==> config.mk <==
export PLATFORM = sky130hd
export DESIGN_NAME = qte_sqrt
export DESIGN_NICKNAME = d
export VERILOG_FILES = /design/src/rtl/core/qte_pkg.sv /design/src/rtl/core/qte_sqrt.sv
export SDC_FILE = /design/constraint.sdc
export NUM_CORES = 2
export LEC_CHECK = 0
export BUFFER_PORTS_ARGS = -buffer_cell sky130_fd_sc_hd__buf_2
export CAP_MARGIN = 20
export CORE_ASPECT_RATIO = 1.5
export CORE_UTILIZATION = 40
export DETAILED_ROUTE_END_ITERATION = 10
export GPL_ROUTABILITY_DRIVEN = 0
export GPL_TIMING_DRIVEN = 0
export SYNTH_ARGS = -nofsm -noshare
export SYNTH_HDL_FRONTEND = slang
export SYNTH_SLANG_ARGS = --single-unit
==> constraint.sdc <==
create_clock -name clock -period 6.15 [get_ports clock]
set_input_delay 1.5375 -clock clock [delete_from_list [all_inputs] [get_ports clock]]
set_output_delay 1.5375 -clock clock [all_outputs]
set_load 0.01 [all_outputs]
==> src/rtl/core/qte_pkg.sv <==
package qte_pkg;

   localparam int CORDIC_STEPS = 16;
   localparam int ATAN_ENTRIES = 24;
   localparam int ATAN_IDX_W = $clog2(ATAN_ENTRIES);
   localparam int IN_W = 16;
   localparam int PROD_W = 2 * IN_W;
   localparam int OP_W = 35;
   localparam int CORDIC_W = 38;
   localparam int ACC_W = 32;
   localparam int ANG_W = 16;
   localparam int MAG_W = 28;
   localparam int SQ_W = 2 * MAG_W;
   localparam int ROOT_W = MAG_W + 1;
   localparam int SQRT_STEPS = ROOT_W;
   localparam int RAD_W = 58;
   localparam int CORDIC_LAT = CORDIC_STEPS + 2;
   localparam int PIPE_DEPTH = SQRT_STEPS + CORDIC_LAT + 3;

   typedef logic signed [IN_W-1:0]     quat_type;
   typedef logic signed [PROD_W-1:0]   product_type;
   typedef logic signed [OP_W-1:0]     operand_type;
   typedef logic signed [CORDIC_W-1:0] cordic_type;
   typedef logic [ACC_W-1:0]           acc_type;
   typedef logic signed [ANG_W-1:0]    angle_type;
   typedef logic [RAD_W-1:0]           radicand_type;
   typedef logic [ROOT_W-1:0]          root_type;

   typedef struct packed {
      operand_type sr;
      operand_type cr;
      operand_type sy;
      operand_type cy;
      operand_type sp;
   } operands_type;

   localparam operand_type ONE_Q28 = operand_type'(268435456);
   localparam angle_type HALF_PI_OUT = angle_type'(16384);
   localparam acc_type ACC_PI = 32'h8000_0000;
   localparam acc_type ACC_ROUND = 32'h0000_8000;

   function automatic acc_type atan_entry(input logic [ATAN_IDX_W-1:0] idx);
      acc_type val;
      case (idx)
         5'd0: val = 32'd536870912;
         5'd1: val = 32'd316933406;
         5'd2: val = 32'd167458907;
         5'd3: val = 32'd85004756;
         5'd4: val = 32'd42667331;
         5'd5: val = 32'd21354465;
         5'd6: val = 32'd10679838;
         5'd7: val = 32'd5340245;
         5'd8: val = 32'd2670163;
         5'd9: val = 32'd1335086;
         5'd10: val = 32'd667544;
         5'd11: val = 32'd333772;
         5'd12: val = 32'd166886;
         5'd13: val = 32'd83443;
         5'd14: val = 32'd41722;
         5'd15: val = 32'd20861;
         5'd16: val = 32'd10430;
         5'd17: val = 32'd5215;
         5'd18: val = 32'd2608;
         5'd19: val = 32'd1304;
         5'd20: val = 32'd652;
         5'd21: val = 32'd326;
         5'd22: val = 32'd163;
         5'd23: val = 32'd81;
         default: val = '0;
      endcase
      return val;
   endfunction

endpackage

==> src/rtl/core/qte_sqrt.sv <==
module qte_sqrt (
   input  logic                 clock,
   input  logic                 enable,
   input  qte_pkg::radicand_type radicand,
   output qte_pkg::root_type     root
);
   import qte_pkg::*;

   radicand_type rem_ff [SQRT_STEPS];
   radicand_type res_ff [SQRT_STEPS];

   for (genvar k = 0; k < SQRT_STEPS; k++) begin : g_step
      localparam radicand_type BIT_VAL = radicand_type'(1) << (2 * (SQRT_STEPS - 1 - k));
      radicand_type rem_in;
      radicand_type res_in;
      radicand_type trial;

      if (k == 0) begin : g_first
         assign rem_in = radicand;
         assign res_in = '0;
      end else begin : g_next
         assign rem_in = rem_ff[k-1];
         assign res_in = res_ff[k-1];
      end

      assign trial = res_in + BIT_VAL;

      always_ff @(posedge clock) begin
         if (enable) begin
            if (rem_in >= trial) begin
               rem_ff[k] <= rem_in - trial;
               res_ff[k] <= (res_in >> 1) + BIT_VAL;
            end else begin
               rem_ff[k] <= rem_in;
               res_ff[k] <= res_in >> 1;
            end
         end
      end
   end

   assign root = res_ff[SQRT_STEPS-1][ROOT_W-1:0];

endmodule

Yosys cells after proc, flatten, opt, wreduce, memory -nomap -nowiden. Memory sizes are Yosys's and may differ from the RTL's. Cells that the tools add are included.

$lt $le $gt $ge: 29. Bitwise operators: 58. Multiplexer cells: 232. Add/sub/neg operators: 85.

Operators with widths (count): 58-bit 2-to-1 mux (58); 58-bit greater-or-equal comparator (28); 58-bit subtractor (28); 1-bit 2-to-1 mux (174); 57-bit by 1-bit adder with 58-bit output, second input constant (1); 57-bit by 11-bit adder with 58-bit output, second input constant (1); 57-bit by 13-bit adder with 58-bit output, second input constant (1); 57-bit by 15-bit adder with 58-bit output, second input constant (1); 57-bit by 17-bit adder with 58-bit output, second input constant (1); 57-bit by 19-bit adder with 58-bit output, second input constant (1); 57-bit by 21-bit adder with 58-bit output, second input constant (1); 57-bit by 23-bit adder with 58-bit output, second input constant (1); 57-bit by 25-bit adder with 58-bit output, second input constant (1); 57-bit by 27-bit adder with 58-bit output, second input constant (1); 57-bit by 29-bit adder with 58-bit output, second input constant (1); 57-bit by 3-bit adder with 58-bit output, second input constant (1); 57-bit by 31-bit adder with 58-bit output, second input constant (1); 57-bit by 33-bit adder with 58-bit output, second input constant (1); 57-bit by 35-bit adder with 58-bit output, second input constant (1); 57-bit by 37-bit adder with 58-bit output, second input constant (1); 57-bit by 39-bit adder with 58-bit output, second input constant (1); 57-bit by 41-bit adder with 58-bit output, second input constant (1); 57-bit by 43-bit adder with 58-bit output, second input constant (1); 57-bit by 45-bit adder with 58-bit output, second input constant (1); 39 further kinds (96).

Memory bits (writable): 3364. Register bits after elaboration: 0. Memories kept: 2. Input bits: 60. Output and inout port bits: 29. Word-level logic and storage cells: 406.

Memory list: rem_ff (words 29, bits a word 58, rd ports 28, clocked after Yosys merged registers in 0, wr ports 29, line qte_sqrt.sv:9) `radicand_type rem_ff [SQRT_STEPS];`; res_ff (words 29, bits a word 58, rd ports 29, clocked after Yosys merged registers in 0, wr ports 29, line qte_sqrt.sv:10) `radicand_type res_ff [SQRT_STEPS];`.

Longest topological paths before layout. An unclocked memory read counts as a cell.

Word-level depth: 7. Mapped depth: 15. Mapped depth without buffers: 13.

Least setup slack after synthesis. OpenSTA, ideal clock, no wires.

Kind: input to register. From: input enable. To: memory rem_ff[1][638] in the netlist's numbering (enable). Path slack: 1.227 ns. Data arrival time: 4.449 ns. Library setup time: 0.475 ns. Stages: 3. Required time: 5.675 ns. Cells stage by stage: clkbuf_1 -> clkbuf_1 -> clkbuf_1.

RTL lines: start, declared (line qte_sqrt.sv:3) `input logic enable,`; end, declared (line qte_sqrt.sv:9).

==> results.txt <==
----------------------------------------------------
[Placement]
  DP HPWL ... 195.8 mm
  DP Area ... 104300 µm²
  Dpl cells ... 11340
  Count of port buffers added during placement ... 88
  Post-placement worst setup slack ... -0.2065 ns

[Pwr]
  Clock network power share ... 0.318
  Maximum vdd drop ... 0.3172 mV
  Power density relative to cell area ... approximately 350 nW/µm²
  Switching fraction of total power ... 0.2854
  Flop pwr share ... 0.483
  P_int ... 28060 µW
  Leakage power total ... 0.04099 µW
  Combinational Power Share ... 0.199
  Net Switching ... ~11000 µW
  Overall Power ... about 39000 µW

[Clock tree]
  Num CTS Buffers ... ~200
  Insertion delay to the later sink of the worst-skew pair ... 0.87 ns
  Clock tree from TritonCTS ... done
  Setup Buffers After CTS ... 0
  Number of buffers on the longest clock path ... 4
  Clock slew at the register clock pins of the worst setup and hold paths ... 0.06 ns
  CTS-repair resized insts ... 0
  Maximum level of the CTS H-tree ... 4
  Root cell of the clock tree ... sky130_fd_sc_hd__clkbuf_16
  Clock Sink Count ... 2059
  Hold_buf cts ... 0

[Cells and area]
  Number of standard cells in the final layout excluding fillers ... 11700
  Layout area overhead ... 12.00%
  Fraction of layout instances using a drive strength above 1 ... 0.07029
  Nets@finish ... 8802
  Fill cells ... approximately 22000
  Final core utilization ... 0.4510
  Finished layout cell area ... 111000 µm²

[Timing]
  Portion of the clock cycle consumed by the worst path in the final layout ... 0.8733
  Actual transition at the worst max-transition pin ... around 1.2 ns
  Worst clock skew ... 0.1335 ns
  Slack of the critical path ... 0.7792 ns
  Unrepaired setup endpoints after global routing ... no
  Relative slew margins ... 0.1994
  Final setup violation count ... 0
  Fin. Hold Viols ... 0
  Tmin final ... 5.371 ns
  Number of slew-limit violations in the final report ... 0
  Maximum operating frequency ... 0.1862 GHz

[Worst setup path]
  Critical-path top delay cell ... sky130_fd_sc_hd__nor4_1
  Capturing element of the worst setup path ... rem_ff[1][379]$_DFFE_PP_
  Slowest stage delay, CP ... ~0.79 ns
  Launching element of the worst setup path ... enable
  Critical path startpoint category ... input pin
  Maximum fanout along the worst path ... 10
  Setup CP Type ... input pin to flop
  R2R Path Start ... rem_ff[1][416]$_DFFE_PP_
  Capture instance of the worst register-to-register path ... rem_ff[1][513]$_DFFE_PP_
  Worst path most repeated cell ... sky130_fd_sc_hd__clkbuf_1
  Data arrival time of the critical path ... 5.92 ns
  Cells along the critical path ... buf_2, inv_1, clkbuf_2, buf_16, nor4_1, nand3_1, nand4bb_1, a21oi_1, clkbuf_1, clkbuf_1, o21ai_0
  CP required ... 6.70 ns
  Critical Path End Type ... flop
  R2R cell count ... 12
  Slack of the worst reg-to-reg path ... 1.06 ns

[Synthesis]
  Number of flops mapped to enable cells by yosys ... 2059
  Nets in the synthesized netlist ... 8478
  Summed instance area of the synthesized netlist ... 99100 µm²
  Post-synthesis sequential element count ... about 2000
  Yosys cell types ... 86
  Async SR Flop Fraction ... 0
  Register area share after synthesis ... 0.6239
  Cell count after synthesis ... approximately 8000
  Warnings from Yosys ... 0
  Mean post-synth cell area ... approximately 12 µm²
  Flip-flop cell with the highest count after synthesis ... sky130_fd_sc_hd__edfxtp_1

[Detailed routing]
  Sum of routed wire length over all layers ... 247.5 mm
  Router iterations before antenna repair ... 5
  Detailed-route DRC error count ... 0
  Number of vias in the routed layout ... about 64000
  DR vias/cell ... about 5.5
  Detail Route Antenna Nets ... 0
  Iteration-0 DRC Markers ... 3906
  Post-DR wirelength/cell ... 21.15 µm

[Run]
  Number of max-capacitance violations reported ... 0

[Global route]
  Global-route usage over all layers ... 0.1947
  Wire length of the first global-routing pass ... 372.5 mm
  Maximum number of pins on one net before global-route repair ... 74
  Number of global-route vias before repair ... 66260
  Antenna violations before repair ... 8
  Global route total overflow ... 0

[Min path]
  Kind of path behind the tightest hold check ... flop to flop

[Floorplan]
  Chip Width ... around 400 µm
  Die Ht ... roughly 600 µm
  Ports placed on the boundary ... 89
  Initial Utilization ... 0.4027
  Floorplan row count ... 223
  Die ar. ... 249800 µm²
  Core area ... 246100 µm²

[Run status]
  Run status ... finished clean

----------------------------------------------------
==> registers in the layout (all words and copies together) (netlist names) <==
signal and flops:
rem_ff 1624, res_ff 435
==> cells by family after synthesis <==
group / count (synthesis) / share of synthesized area
AND/OR/NAND/NOR: 2426 / 0.1267
flip-flops: 2059 / 0.6239
AO/OA/AOI/OAI: 1490 / 0.09325
buffers and inverters: 758 / 0.02913
XOR/XNOR: 703 / 0.06213
adder cells (fa/ha/maj): 461 / 0.05820
multiplexers: 60 / 0.006692
==> how the worst min path moves through the flow <==
stage	depth (start not counted)	start	end	slack (ns)
5_1_grt	0	rem_ff[1][7]$_DFFE_PP_	rem_ff[1][65]$_DFFE_PP_	0.44
6_report	0	rem_ff[0][644]$_DFFE_PP_	rem_ff[0][702]$_DFFE_PP_	0.43
3_5_place_dp	0	res_ff[1][665]$_DFFE_PP_	res_ff[1][722]$_DFFE_PP_	0.43
4_1_cts	0	rem_ff[1][7]$_DFFE_PP_	rem_ff[1][65]$_DFFE_PP_	0.43
3_3_place_gp	0	rem_ff[0][16]$_DFFE_PP_	rem_ff[0][74]$_DFFE_PP_	0.43
2_1_floorplan	0	rem_ff[0][239]$_DFFE_PP_	rem_ff[0][297]$_DFFE_PP_	0.42
==> cell type report <==
| class | instances | area (µm²) | share of cell area |
|---|---|---|---|
| Antenna cell | 2 | 5.005 | 0.00004509 |
| Inverter | 580 | 2177 | 0.01961 |
| Clock buffer | 237 | 5250 | 0.04730 |
| Buffer | 178 | 807.0 | 0.007271 |
| Sequential cell | 2059 | 61830 | 0.5571 |
| Clock inverter | 123 | 1396 | 0.01258 |
| Multi-Input combinational cell | 5140 | 34430 | 0.3102 |
| Tap cell | 3262 | 4081 | 0.03677 |
| Timing Repair Buffer | 119 | 1021 | 0.009199 |
==> Yosys cell counts, types with 20 or more instances <==
cell type	instances	area [µm²]
sky130_fd_sc_hd__nand4_1	129	807.0
sky130_fd_sc_hd__a21o_1	180	1351
sky130_fd_sc_hd__nand3b_1	22	165.2
sky130_fd_sc_hd__and2_1	20	125.1
sky130_fd_sc_hd__nand4b_1	34	297.8
sky130_fd_sc_hd__xnor2_1	337	2952
sky130_fd_sc_hd__nor2b_1	67	419.2
sky130_fd_sc_hd__or4_1	53	397.9
sky130_fd_sc_hd__nor4_1	310	1939
sky130_fd_sc_hd__edfxtp_1	2059	61830
sky130_fd_sc_hd__a21oi_1	398	1992
sky130_fd_sc_hd__nand2b_1	89	556.8
sky130_fd_sc_hd__a31oi_1	46	287.8
sky130_fd_sc_hd__nor2_1	439	1648
sky130_fd_sc_hd__o31ai_1	34	255.2
sky130_fd_sc_hd__o211ai_1	27	202.7
sky130_fd_sc_hd__nand3_1	144	720.7
sky130_fd_sc_hd__nor4b_1	39	341.6
sky130_fd_sc_hd__or2_2	43	269.0
sky130_fd_sc_hd__nand2_1	584	2192
sky130_fd_sc_hd__nor3_1	273	1366
sky130_fd_sc_hd__or3_1	91	569.3
sky130_fd_sc_hd__and3_1	30	187.7
sky130_fd_sc_hd__inv_1	576	2162
sky130_fd_sc_hd__o21ai_0	443	2217
sky130_fd_sc_hd__mux2_2	43	484.2
sky130_fd_sc_hd__a21boi_0	20	150.1
sky130_fd_sc_hd__clkbuf_1	154	578.1
sky130_fd_sc_hd__o21bai_1	43	322.8
sky130_fd_sc_hd__xor2_1	366	3206
sky130_fd_sc_hd__a211oi_1	43	322.8
sky130_fd_sc_hd__ha_1	461	5768
sky130_fd_sc_hd__o21a_1	85	638.1
==> cell usage in the layout (no fill, tap or decap), types with 27 or more instances in the layout <==
| master | count |
|---|---|
| sky130_fd_sc_hd__nand4_1 | 129 |
| sky130_fd_sc_hd__nand2_1 | 584 |
| sky130_fd_sc_hd__a211oi_1 | 43 |
| sky130_fd_sc_hd__clkinv_1 | 36 |
| sky130_fd_sc_hd__clkinv_2 | 35 |
| sky130_fd_sc_hd__ha_1 | 461 |
| sky130_fd_sc_hd__mux2_2 | 43 |
| sky130_fd_sc_hd__o21bai_1 | 43 |
| sky130_fd_sc_hd__edfxtp_1 | 2059 |
| sky130_fd_sc_hd__nor4b_1 | 37 |
| sky130_fd_sc_hd__a31oi_1 | 46 |
| sky130_fd_sc_hd__o21ai_0 | 443 |
| sky130_fd_sc_hd__or2_2 | 43 |
| sky130_fd_sc_hd__nand4b_1 | 34 |
| sky130_fd_sc_hd__o21a_1 | 85 |
| sky130_fd_sc_hd__o211ai_1 | 27 |
| sky130_fd_sc_hd__and3_1 | 30 |
| sky130_fd_sc_hd__buf_2 | 110 |
| sky130_fd_sc_hd__nor3_1 | 273 |
| sky130_fd_sc_hd__a21oi_1 | 398 |
| sky130_fd_sc_hd__clkbuf_1 | 154 |
| sky130_fd_sc_hd__nand3_1 | 144 |
| sky130_fd_sc_hd__or3_1 | 91 |
| sky130_fd_sc_hd__or4_1 | 53 |
| sky130_fd_sc_hd__a21o_1 | 180 |
| sky130_fd_sc_hd__nand2b_1 | 89 |
| sky130_fd_sc_hd__inv_1 | 576 |
| sky130_fd_sc_hd__o31ai_1 | 33 |
| sky130_fd_sc_hd__nor2_1 | 439 |
| sky130_fd_sc_hd__bufinv_16 | 28 |
| sky130_fd_sc_hd__nor2b_1 | 67 |
| sky130_fd_sc_hd__xor2_1 | 366 |
| sky130_fd_sc_hd__nor4_1 | 306 |
| sky130_fd_sc_hd__xnor2_1 | 337 |
| sky130_fd_sc_hd__clkbuf_16 | 205 |
==> critical path, delay by kind of cell <==
family,cells,cell delay [ns]
buf+inv,6,2.29
simple gates,3,1.38
compound gates,2,0.68
==> per-stage QoR <==
step,hold WS [ns],setup TNS (ns)
floorplan,0.4166,0
global placement,0.4310,-2209.84
detailed placement,0.4329,-1.433
CTS,0.4264,0
global route,0.4357,0
finish,0.4294,0
==> power by group through the flow <==
stage          logic, µW  registers [µW]  clock network [µW]
3_5_place_dp        7680           19200                   0
2_1_floorplan       5810           18700                   0
6_report            7810           19000               12500
3_3_place_gp        7470           19200                   0
5_1_grt             8620           19100               13200
4_1_cts             7730           18900               12700
==> metal layers <==
layer	up-vias	share of wire	track usage
met5	-	0.00011	0
met3	895	0.033	0.02210
met2	1891	0.58	0.4091
li1	30450	-	-
met1	30600	0.29	0.1532
met4	4	0.090	0.1586
Power figures use the tool's default switching activity.
